File: src/hcb_pkg.sv
// Shared constants, codes and controller/datapath interface types of the Hill cipher block.
`timescale 1ns / 1ps

package hcb_pkg;

   localparam int LETTER_W = 5;
   localparam int KEY_W    = 45;
   localparam int CSR_IDX_W = 2;

   // configuration register indexes
   localparam logic [CSR_IDX_W-1:0] REG_KEY_MATRIX = 2'd0;
   localparam logic [CSR_IDX_W-1:0] REG_BLOCK_SIZE = 2'd1;
   localparam logic [CSR_IDX_W-1:0] REG_DIRECTION  = 2'd2;

   typedef enum logic [2:0] {
      OP_NONE,
      OP_ADJ,
      OP_DET,
      OP_INV,
      OP_MAC
   } dp_op_type;

   typedef struct packed {
      dp_op_type  op;
      logic [1:0] row;
      logic [1:0] col;
      logic       capture;
      logic       load_out;
      logic       out_last;
   } dp_cmd_type;

   typedef struct packed {
      logic order3;
      logic decrypt;
      logic block_done;
      logic out_free;
   } dp_status_type;

endpackage

File: src/hcb_ctrl.sv
// Controller state machine: letter capture, adjugate, determinant, inverse and row products.
`timescale 1ns / 1ps

module hcb_ctrl (
   input  logic                   clock,
   input  logic                   reset,
   input  logic                   req_valid,
   output logic                   req_stall,
   input  hcb_pkg::dp_status_type sts,
   output hcb_pkg::dp_cmd_type    cmd
);

   typedef enum logic [2:0] {
      S_IDLE,
      S_ADJ,
      S_DET,
      S_INV,
      S_MAC,
      S_OUT
   } state_type;

   state_type  state_ff;
   logic [1:0] row_ff;
   logic [1:0] col_ff;
   logic [1:0] last;
   logic       det_end;

   assign last    = sts.order3 ? 2'd2 : 2'd1;
   assign det_end = !sts.order3 || (col_ff >= 2'd2);
   assign req_stall = (state_ff != S_IDLE);

   always_comb begin
      cmd.row      = row_ff;
      cmd.col      = col_ff;
      cmd.capture  = (state_ff == S_IDLE) && req_valid;
      cmd.load_out = (state_ff == S_OUT) && sts.out_free;
      cmd.out_last = (row_ff >= last);
      unique case (state_ff)
         S_ADJ:   cmd.op = hcb_pkg::OP_ADJ;
         S_DET:   cmd.op = hcb_pkg::OP_DET;
         S_INV:   cmd.op = hcb_pkg::OP_INV;
         S_MAC:   cmd.op = hcb_pkg::OP_MAC;
         default: cmd.op = hcb_pkg::OP_NONE;
      endcase
   end

   always_ff @(posedge clock) begin
      if (reset) begin
         state_ff <= S_IDLE;
         row_ff   <= 2'd0;
         col_ff   <= 2'd0;
      end else begin
         unique case (state_ff)
            S_IDLE: begin
               if (cmd.capture && sts.block_done) begin
                  row_ff   <= 2'd0;
                  col_ff   <= 2'd0;
                  state_ff <= sts.decrypt ? S_ADJ : S_MAC;
               end
            end
            S_ADJ, S_INV: begin
               if (col_ff >= last) begin
                  col_ff <= 2'd0;
                  if (row_ff >= last) begin
                     row_ff   <= 2'd0;
                     state_ff <= (state_ff == S_ADJ) ? S_DET : S_MAC;
                  end else begin
                     row_ff <= row_ff + 2'd1;
                  end
               end else begin
                  col_ff <= col_ff + 2'd1;
               end
            end
            S_DET: begin
               if (det_end) begin
                  col_ff   <= 2'd0;
                  state_ff <= S_INV;
               end else begin
                  col_ff <= col_ff + 2'd1;
               end
            end
            S_MAC: begin
               if (col_ff >= last) begin
                  state_ff <= S_OUT;
               end else begin
                  col_ff <= col_ff + 2'd1;
               end
            end
            S_OUT: begin
               if (sts.out_free) begin
                  col_ff <= 2'd0;
                  if (row_ff >= last) begin
                     row_ff   <= 2'd0;
                     state_ff <= S_IDLE;
                  end else begin
                     row_ff   <= row_ff + 2'd1;
                     state_ff <= S_MAC;
                  end
               end
            end
            default: state_ff <= S_IDLE;
         endcase
      end
   end

   a_index_in_range: assert property (@(posedge clock) disable iff (reset)
      (state_ff != S_IDLE) |-> (row_ff != 2'd3 && col_ff != 2'd3))
      else $error("matrix index out of range");

   a_block_starts_work: assert property (@(posedge clock) disable iff (reset)
      (state_ff == S_IDLE && cmd.capture && sts.block_done) |=>
      (state_ff == S_ADJ || state_ff == S_MAC))
      else $error("completed block did not start computation");

   a_last_row_returns: assert property (@(posedge clock) disable iff (reset)
      (state_ff == S_OUT && sts.out_free && row_ff >= last) |=> (state_ff == S_IDLE))
      else $error("last row emitted but controller not idle");

endmodule

File: src/hcb_datapath.sv
// Datapath: configuration registers, letter buffer, shared mod-26 product unit, output register.
`timescale 1ns / 1ps

module hcb_datapath (
   input  logic                            clock,
   input  logic                            reset,
   input  logic                            csr_valid,
   output logic                            csr_ready,
   input  logic [hcb_pkg::CSR_IDX_W-1:0]   csr_index,
   input  logic [hcb_pkg::KEY_W-1:0]       csr_wdata,
   input  logic [hcb_pkg::LETTER_W-1:0]    req_letter_in,
   input  logic                            req_end_of_message,
   output logic                            rsp_valid,
   input  logic                            rsp_stall,
   output logic [hcb_pkg::LETTER_W-1:0]    rsp_letter_out,
   output logic                            rsp_block_last,
   output logic                            rsp_key_error,
   input  hcb_pkg::dp_cmd_type             cmd,
   output hcb_pkg::dp_status_type          sts
);

   localparam logic [4:0] PAD_LETTER = 5'd23;

   // residue mod 26 of an 11-bit value by folding 32 = 6 (mod 26)
   function automatic logic [4:0] red26(input logic [10:0] v);
      logic [8:0] w;
      logic [6:0] x;
      logic [5:0] y;
      w = 9'(v[10:5]) * 9'd6 + 9'(v[4:0]);
      x = 7'(w[8:5]) * 7'd6 + 7'(w[4:0]);
      y = 6'(x[6:5]) * 6'd6 + 6'(x[4:0]);
      return (y >= 6'd26) ? 5'(y - 6'd26) : y[4:0];
   endfunction

   function automatic logic [4:0] inv26(input logic [4:0] d);
      case (d)
         5'd1:    return 5'd1;
         5'd3:    return 5'd9;
         5'd5:    return 5'd21;
         5'd7:    return 5'd15;
         5'd9:    return 5'd3;
         5'd11:   return 5'd19;
         5'd15:   return 5'd7;
         5'd17:   return 5'd23;
         5'd19:   return 5'd11;
         5'd21:   return 5'd5;
         5'd23:   return 5'd17;
         5'd25:   return 5'd25;
         default: return 5'd0;
      endcase
   endfunction

   function automatic logic [1:0] inc3(input logic [1:0] i);
      return (i >= 2'd2) ? 2'd0 : i + 2'd1;
   endfunction

   logic [hcb_pkg::KEY_W-1:0] key_ff;
   logic [1:0]                bsize_ff;
   logic                      dir_ff;
   logic [4:0]                buf_ff [3];
   logic [1:0]                fill_ff;
   logic [4:0]                adj_ff [3][3];
   logic [4:0]                det_ff;
   logic [4:0]                acc_ff;
   logic                      valid_ff;
   logic [4:0]                letter_ff;
   logic                      last_ff;
   logic                      err_ff;

   logic [4:0]  km [3][3];
   logic [4:0]  letter_red;
   logic [1:0]  fill_inc;
   logic [1:0]  order;
   logic        key_bad;
   logic [4:0]  op_acc, op_a, op_b, op_c, op_d;
   logic [9:0]  prod_ab, prod_cd;
   logic [10:0] sum;
   logic [4:0]  res;
   logic [1:0]  i1, i2, j1, j2;

   assign csr_ready = 1'b1;

   always_ff @(posedge clock) begin
      if (reset) begin
         key_ff   <= '0;
         bsize_ff <= 2'd2;
         dir_ff   <= 1'b0;
      end else if (csr_valid) begin
         unique case (csr_index)
            hcb_pkg::REG_KEY_MATRIX: key_ff   <= csr_wdata;
            hcb_pkg::REG_BLOCK_SIZE: bsize_ff <= csr_wdata[1:0];
            hcb_pkg::REG_DIRECTION:  dir_ff   <= csr_wdata[0];
            default: ;
         endcase
      end
   end

   always_comb begin
      for (int r = 0; r < 3; r++) begin
         for (int c = 0; c < 3; c++) begin
            km[r][c] = red26({6'b0, key_ff[5*(3*r+c) +: 5]});
         end
      end
   end

   assign order      = (bsize_ff == 2'd3) ? 2'd3 : 2'd2;
   assign letter_red = red26({6'b0, req_letter_in});
   assign fill_inc   = fill_ff + 2'd1;
   assign key_bad    = dir_ff && (!det_ff[0] || det_ff == 5'd13);

   assign sts.order3     = (order == 2'd3);
   assign sts.decrypt    = dir_ff;
   assign sts.block_done = (fill_inc >= order) || req_end_of_message;
   assign sts.out_free   = !valid_ff || !rsp_stall;

   // letter buffer; a completed block is padded up to the order in the same edge
   always_ff @(posedge clock) begin
      if (reset) begin
         fill_ff <= 2'd0;
      end else if (cmd.capture) begin
         fill_ff <= sts.block_done ? 2'd0 : fill_inc;
      end
   end

   always_ff @(posedge clock) begin
      for (int i = 0; i < 3; i++) begin
         if (cmd.capture) begin
            if (2'(i) == fill_ff) begin
               buf_ff[i] <= letter_red;
            end else if (sts.block_done && 2'(i) > fill_ff && 2'(i) < order) begin
               buf_ff[i] <= PAD_LETTER;
            end
         end
      end
   end

   // cofactor index rotation; adjugate entry (row, col) is the cofactor of (col, row)
   assign j1 = inc3(cmd.row);
   assign j2 = inc3(j1);
   assign i1 = inc3(cmd.col);
   assign i2 = inc3(i1);

   always_comb begin
      op_acc = 5'd0;
      op_a   = 5'd0;
      op_b   = 5'd0;
      op_c   = 5'd0;
      op_d   = 5'd0;
      unique case (cmd.op)
         hcb_pkg::OP_ADJ: begin
            if (sts.order3) begin
               op_a = km[i1][j1];
               op_b = km[i2][j2];
               op_c = km[i1][j2];
               op_d = km[i2][j1];
            end else begin
               case ({cmd.row[0], cmd.col[0]})
                  2'b00: begin
                     op_a = km[1][1];
                     op_b = 5'd1;
                  end
                  2'b01: begin
                     op_c = km[0][1];
                     op_d = 5'd1;
                  end
                  2'b10: begin
                     op_c = km[1][0];
                     op_d = 5'd1;
                  end
                  default: begin
                     op_a = km[0][0];
                     op_b = 5'd1;
                  end
               endcase
            end
         end
         hcb_pkg::OP_DET: begin
            if (sts.order3) begin
               op_acc = (cmd.col == 2'd0) ? 5'd0 : det_ff;
               op_a   = km[0][cmd.col];
               op_b   = adj_ff[cmd.col][0];
            end else begin
               op_a = km[0][0];
               op_b = km[1][1];
               op_c = km[1][0];
               op_d = km[0][1];
            end
         end
         hcb_pkg::OP_INV: begin
            op_a = adj_ff[cmd.row][cmd.col];
            op_b = inv26(det_ff);
         end
         hcb_pkg::OP_MAC: begin
            op_acc = (cmd.col == 2'd0) ? 5'd0 : acc_ff;
            op_a   = dir_ff ? adj_ff[cmd.row][cmd.col] : km[cmd.row][cmd.col];
            op_b   = buf_ff[cmd.col];
         end
         default: ;
      endcase
   end

   // acc + a*b - c*d, kept positive by adding 676 (a multiple of 26)
   assign prod_ab = op_a * op_b;
   assign prod_cd = op_c * op_d;
   assign sum = {6'b0, op_acc} + {1'b0, prod_ab} + (11'd676 - {1'b0, prod_cd});
   assign res = red26(sum);

   always_ff @(posedge clock) begin
      case (cmd.op)
         hcb_pkg::OP_ADJ, hcb_pkg::OP_INV: adj_ff[cmd.row][cmd.col] <= res;
         hcb_pkg::OP_DET:                  det_ff <= res;
         hcb_pkg::OP_MAC:                  acc_ff <= res;
         default: ;
      endcase
   end

   always_ff @(posedge clock) begin
      if (reset) begin
         valid_ff <= 1'b0;
      end else if (cmd.load_out) begin
         valid_ff <= 1'b1;
      end else if (!rsp_stall) begin
         valid_ff <= 1'b0;
      end
   end

   always_ff @(posedge clock) begin
      if (cmd.load_out) begin
         letter_ff <= key_bad ? 5'd0 : acc_ff;
         last_ff   <= cmd.out_last;
         err_ff    <= key_bad;
      end
   end

   assign rsp_valid      = valid_ff;
   assign rsp_letter_out = letter_ff;
   assign rsp_block_last = last_ff;
   assign rsp_key_error  = err_ff;

   a_fill_cleared: assert property (@(posedge clock) disable iff (reset)
      (cmd.capture && sts.block_done) |=> (fill_ff == 2'd0))
      else $error("fill count not cleared after a completed block");

endmodule

File: src/hill_cipher_block_top.sv
// Top level of the Hill cipher block (mod 26, order 2 or 3).
//
//  channel  direction  handshake          payload
//  req      in         req_valid/stall    letter_in, end_of_message
//  rsp      out        rsp_valid/stall    letter_out, block_last, key_error
//  csr      in         csr_valid/ready    csr_index, csr_wdata
//
// A letter that does not complete a block is taken without a stall. A completed block of
// n letters runs through one shared mod-26 product unit: n*n row product steps plus an
// output step per row, which waits while the output register is stalled; decrypt adds n*n
// adjugate, n determinant (one for order 2) and n*n inverse steps.
// Synchronous active-high reset; the letter buffer needs no clearing.
// Input is stalled while a block is computed; a row waiting in the output register
// holds the sequence, but the next letter is taken once the last row is registered.
`timescale 1ns / 1ps

module hill_cipher_block_top (
   input  logic                          clock,
   input  logic                          reset,
   input  logic                          csr_valid,
   output logic                          csr_ready,
   input  logic [hcb_pkg::CSR_IDX_W-1:0] csr_index,
   input  logic [hcb_pkg::KEY_W-1:0]     csr_wdata,
   input  logic                          req_valid,
   output logic                          req_stall,
   input  logic [hcb_pkg::LETTER_W-1:0]  req_letter_in,
   input  logic                          req_end_of_message,
   output logic                          rsp_valid,
   input  logic                          rsp_stall,
   output logic [hcb_pkg::LETTER_W-1:0]  rsp_letter_out,
   output logic                          rsp_block_last,
   output logic                          rsp_key_error
);

   hcb_pkg::dp_cmd_type    cmd;
   hcb_pkg::dp_status_type sts;

   hcb_ctrl u_ctrl (
      .clock     (clock),
      .reset     (reset),
      .req_valid (req_valid),
      .req_stall (req_stall),
      .sts       (sts),
      .cmd       (cmd)
   );

   hcb_datapath u_datapath (
      .clock              (clock),
      .reset              (reset),
      .csr_valid          (csr_valid),
      .csr_ready          (csr_ready),
      .csr_index          (csr_index),
      .csr_wdata          (csr_wdata),
      .req_letter_in      (req_letter_in),
      .req_end_of_message (req_end_of_message),
      .rsp_valid          (rsp_valid),
      .rsp_stall          (rsp_stall),
      .rsp_letter_out     (rsp_letter_out),
      .rsp_block_last     (rsp_block_last),
      .rsp_key_error      (rsp_key_error),
      .cmd                (cmd),
      .sts                (sts)
   );

endmodule
File: config.mk
export PLATFORM = sky130hd
export DESIGN_NAME = hill_cipher_block_top
export DESIGN_NICKNAME = d
export VERILOG_FILES = /design/src/hcb_pkg.sv /design/src/hcb_ctrl.sv /design/src/hcb_datapath.sv /design/src/hill_cipher_block_top.sv
export SDC_FILE = /design/constraint.sdc
export NUM_CORES = 1
export LEC_CHECK = 0
export ABC_CLOCK_PERIOD_IN_PS = 11150
export CAP_MARGIN = 25
export CORE_MARGIN = 1
export CORE_UTILIZATION = 59
export DETAILED_ROUTE_END_ITERATION = 16
export DONT_BUFFER_PORTS = 1
export PLACE_DENSITY = 0.89
export REMOVE_ABC_BUFFERS = 1
export SYNTH_ARGS = -nofsm -noshare
export SYNTH_HDL_FRONTEND = slang
export SYNTH_HIERARCHICAL = 1
export SYNTH_SLANG_ARGS = --single-unit
File: constraint.sdc
create_clock -name clock -period 11.15 [get_ports clock]
set_input_delay 1.115 -clock clock [delete_from_list [all_inputs] [get_ports clock]]
set_output_delay 1.115 -clock clock [all_outputs]
set_load 0.01 [all_outputs]
==> metrics.cfg, run 1 <==
[outcome]
status=aborted with a tool error
haltStage=global routing
firstError=[ERROR GRT-0232] Routing congestion too high. Check the congestion heatmap in the GUI.

[synth]
async_flop_share_pct=0
synth-simple-area-share_pct=17.43
synth-edff-count=72
synth_area_um2=12220
synth_area_per_cell_um2=8.297
ys_seq_elements=140
yosys_warnings=6
yosys-top-cells-area=edfxtp_1, dfxtp_1, ha_1
synth_top_area_share_pct=17.69
synthAdderAreaFrac_pct=15.81
ys_types=89
ys_seq_area_share_pct=28.83
synthFlopType=edfxtp_1
yosysMostFrequentCell=nand2_1
synth_top_family_by_area=compound AO/OA/AOI/OAI gates
synth_xor_area_share_pct=2.355
synth-compound-area-share_pct=20.41
syn_inst=1473
muxShareOfSynthArea_pct=7.914
synth_commonest_cells=nand2_1, inv_1, nor2_1
yosysTopAreaCell=edfxtp_1

[die]
placementRows=52
initial_core_util_pct=60.21
io_pins=68
die_y_um=145.9
die_w_um=145.9

[placement]
port_buffers=0
gp_congestion=1.068
dp_slack_ns=-1.575
dpl.hpwl_um=28520

[sta]
worst_endpoint=u_datapath/_2619_/D
endpoint_type=register data pin

[clock_network]
cts_sinks=140
htree_num_levels=4
cts-root-buf=clkbuf_16
numCtsBuffers=17
clock_path_buffers=2

[global_routing]
grt_max_degree=60
grt_usage_pct=70.47
overflow=38

## metal layers
layer / track usage (%) / overflow
met2: 85.69 / 18
met5: 25.45 / 0
met3: 57.46 / 2
met1: 72.01 / 0
met4: 65.21 / 18
## what timing repair did
action / CTS
gates resized for setup: 140
hold buffers: 0
cloned: 1
buffers inserted: 45
pin swaps: 70
endpoints found under the setup margin: 49
## cell families after synthesis
logic type               count (synthesis)
multiplexers                            93
flip-flops                             140
XOR/XNOR                                32
adder cells (fa/ha/maj)                128
other                                    1
AO/OA/AOI/OAI                          392
buffers and inverters                  217
AND/OR/NAND/NOR                        470
## stage by stage
stage               TNS [ns]  cells  hold WS (ns)  instance area, um2
floorplan             -90.06   1405        0.4480               11900
CTS                   -14.46   2040        0.4832               16080
detailed placement    -54.73   1963        0.4682               14510
global placement      -23.96   1963        0.4539               14510
==> inputs of run 2 (changes only) <==
- ABC_CLOCK_PERIOD_IN_PS: 11150 -> 14500
- CORE_UTILIZATION: 59 -> 40
- PLACE_DENSITY: 0.89 -> default
- PLACE_DENSITY_LB_ADDON: default -> 0.15
- clock period: 11.15 -> 14.5 ns (I/O delays scaled with it)
==> run 2 against run 1 <==
Area after synthesis did not move. The run now ends clean. Synthesized cell count is the same.
==> metrics.cfg, run 2 <==
[outcome]
status=finished, final reports clean  ; was aborted with a tool error

[min_path]
min_path_type=flip-flop to flip-flop
min_from=u_datapath/key_ff[11]$_SDFFE_PP0P_
hold_depth=2

[route]
ant_nets=0
vias_per_cell=5.547
drt_wl_total_um=33070
post_drt_wl_per_cell_um=17.90
via_count=10250
drcViolationCount=0
drt_iter0_drc=790
first_pass_iters=5

[synth]
synthFlopType=edfxtp_1  ; unchanged
ys_types=89  ; unchanged
syn_inst=1473  ; unchanged
synth_area_per_cell_um2=8.297  ; unchanged
yosysMostFrequentCell=nand2_1  ; unchanged
synth_area_um2=12220  ; unchanged
yosysTopAreaCell=edfxtp_1  ; unchanged
ys_seq_elements=140  ; unchanged
synth_top_area_share_pct=17.69  ; unchanged
synth-edff-count=72  ; unchanged
async_flop_share_pct=0  ; unchanged
ys_seq_area_share_pct=28.83  ; unchanged
yosys_warnings=6  ; unchanged
yosys-top-cells-area=edfxtp_1, dfxtp_1, ha_1  ; unchanged
synth_commonest_cells=nand2_1, inv_1, nor2_1  ; unchanged

[global_routing]
grt_pass1_vias=9789
antenna_found_initial=0
grt_max_degree=74
grt_pass1_wl_um=53100
grt_usage_pct=21.81
overflow=0

[critical_path]
r2r_cells=53
crit_path_start_kind=flip-flop
critPathRequiredTime_ns=14.82
cp.depth=53
crit_start=u_ctrl/state_ff[0]$_SDFFE_PP0P_
path_delay_family=adder cells
r2r_start=u_ctrl/state_ff[0]$_SDFFE_PP0P_
crit_slowest_cell=fa_1
cp-end-kind=flip-flop
worstSetupPathType=flip-flop to flip-flop
crit_arrival_ns=13.85
cpPeakStageDelay_ns=0.54
crit_fanout=13
worst-path-buf-inv=8

[finish]
layout_commonest_cell=nand2_1
final_cell_mix=nand2_1, inv_1, nor2_1
top_regs=u_datapath/adj_ff: 45 flops, u_datapath/key_ff: 45 flops, u_datapath/buf_ff: 15 flops
syn_to_final_growth_pct=7.862
fillers=2950
drive_gt1_share_pct=6.932
diodes=0
nets=1630

[clock_network]
clock_path_buffers=2  ; unchanged
cts_setup_buffers=0  ; was 45
clk_latency_ns=0.45
numCtsBuffers=17  ; unchanged
cts_sinks=140  ; unchanged
cts_tree=done
htree_num_levels=4  ; unchanged
cts-root-buf=clkbuf_16  ; unchanged
clk_pin_slew_worst_paths_ns=0.07

[sta]
period_share_pct=93.34
fmax_mhz=73.89
setup_viol=0
rsz0062_at_grt=false
slew-limit-headroom_pct=31.70
layout_setup_ws_ns=0.9656
tightest_slew_ns=1.017
slew_viol_final=0
hold_viol_final=0
tns_ns=0
fin_crit_ns=13.53
clock_skew_ns=0.01043

[die]
placementRows=63  ; was 52
initial_core_util_pct=40.91  ; was 60.21%
die_y_um=176.8  ; was 145.9 um
coreArea_um2=29870
die-area_um2=31260
die_w_um=176.8  ; was 145.9 um
io_pins=68  ; unchanged

[placement]
gp_congestion=0.9293  ; was 1.068
port_buffers=0  ; unchanged
dpl.hpwl_um=24880  ; was 28,520 um
dp_slack_ns=0.7351  ; was -1.575 ns

[run]
drv_cap=0

-- run 2: cell counts after synthesis --
Identical to the previous run, type by type.
-- run 2: cell type report --
class	instances	area [um2]	area share, %
multi-input combinational	1116	7850	59.55
sequential	140	3531	26.78
inverter	149	559.3	4.243
tap	390	488.0	3.702
clock buffer	17	425.4	3.227
clock inverter	15	178.9	1.357
timing repair buffer	20	150.1	1.139
-- run 2: per-stage QoR --
stage	utilization, %	hold WS [ns]	instances	instance area, um2
floorplan	-	0.4480	1405	11900
global placement	42.00	0.4631	1815	12550
detailed placement	42.00	0.4660	1815	12550
CTS	44.02	0.4849	1847	13150
global route	44.13	0.5054	1847	13180
finish	44.13	0.4845	1847	13180
-- run 2: cell families (layout without fill, tap and decap cells) --
family                     count (synthesis)  count (layout)  synth area share, %
xor gates and xnor gates                  32              32                2.355
AOI/OAI and AO/OA                        392             392                20.41
other                                      1               1              0.03068
adders and majority gates                128             128                15.81
and+or+nand+nor                          470             470                17.43
muxes                                     93              93                7.914
buffers and inverters                    217             201                7.217
DFF                                      140             140                28.83
-- run 2: repair_timing --
action | CTS | global route
hold buffers | 0 | 0
hold endpoints to repair | 0 | 0
endpoints found under the setup margin | 0 | 5
gates resized for setup | 0 | 8
-- run 2: worst reg2reg max path, delay by kind of cell, from the launching register on --
kind	cells	cell delay [ns]
adders and majority gates	13	5.36
AOI/OAI and AO/OA	14	2.98
and+or+nand+nor	13	2.63
buffers and inverters	8	0.94
xor gates and xnor gates	3	0.64
DFF	1	0.49
muxes	2	0.33
-- run 2: path summary, 6_finish.rpt --
path                                         to  slack [ns]
min          u_datapath/key_ff[11]$_SDFFE_PP0P_        0.48
max                                   flip-flop        0.97
max reg2reg                           flip-flop        0.97
min reg2reg  u_datapath/key_ff[11]$_SDFFE_PP0P_        0.48
-- run 2: layer usage --
metal  GRT usage (%)  vias to the layer above  routed length [um]
li1                -                     5074                   -
met1           29.95                     4893               16010
met2           34.59                      237               14760
met3           4.489                       41                1794
met4           5.927                        0                 502
met5               0                        -                   0
Power of run 2 is left out: the tool's default activity adds up to more than one toggle a clock period on the data nets, which glitch-free logic cannot reach.
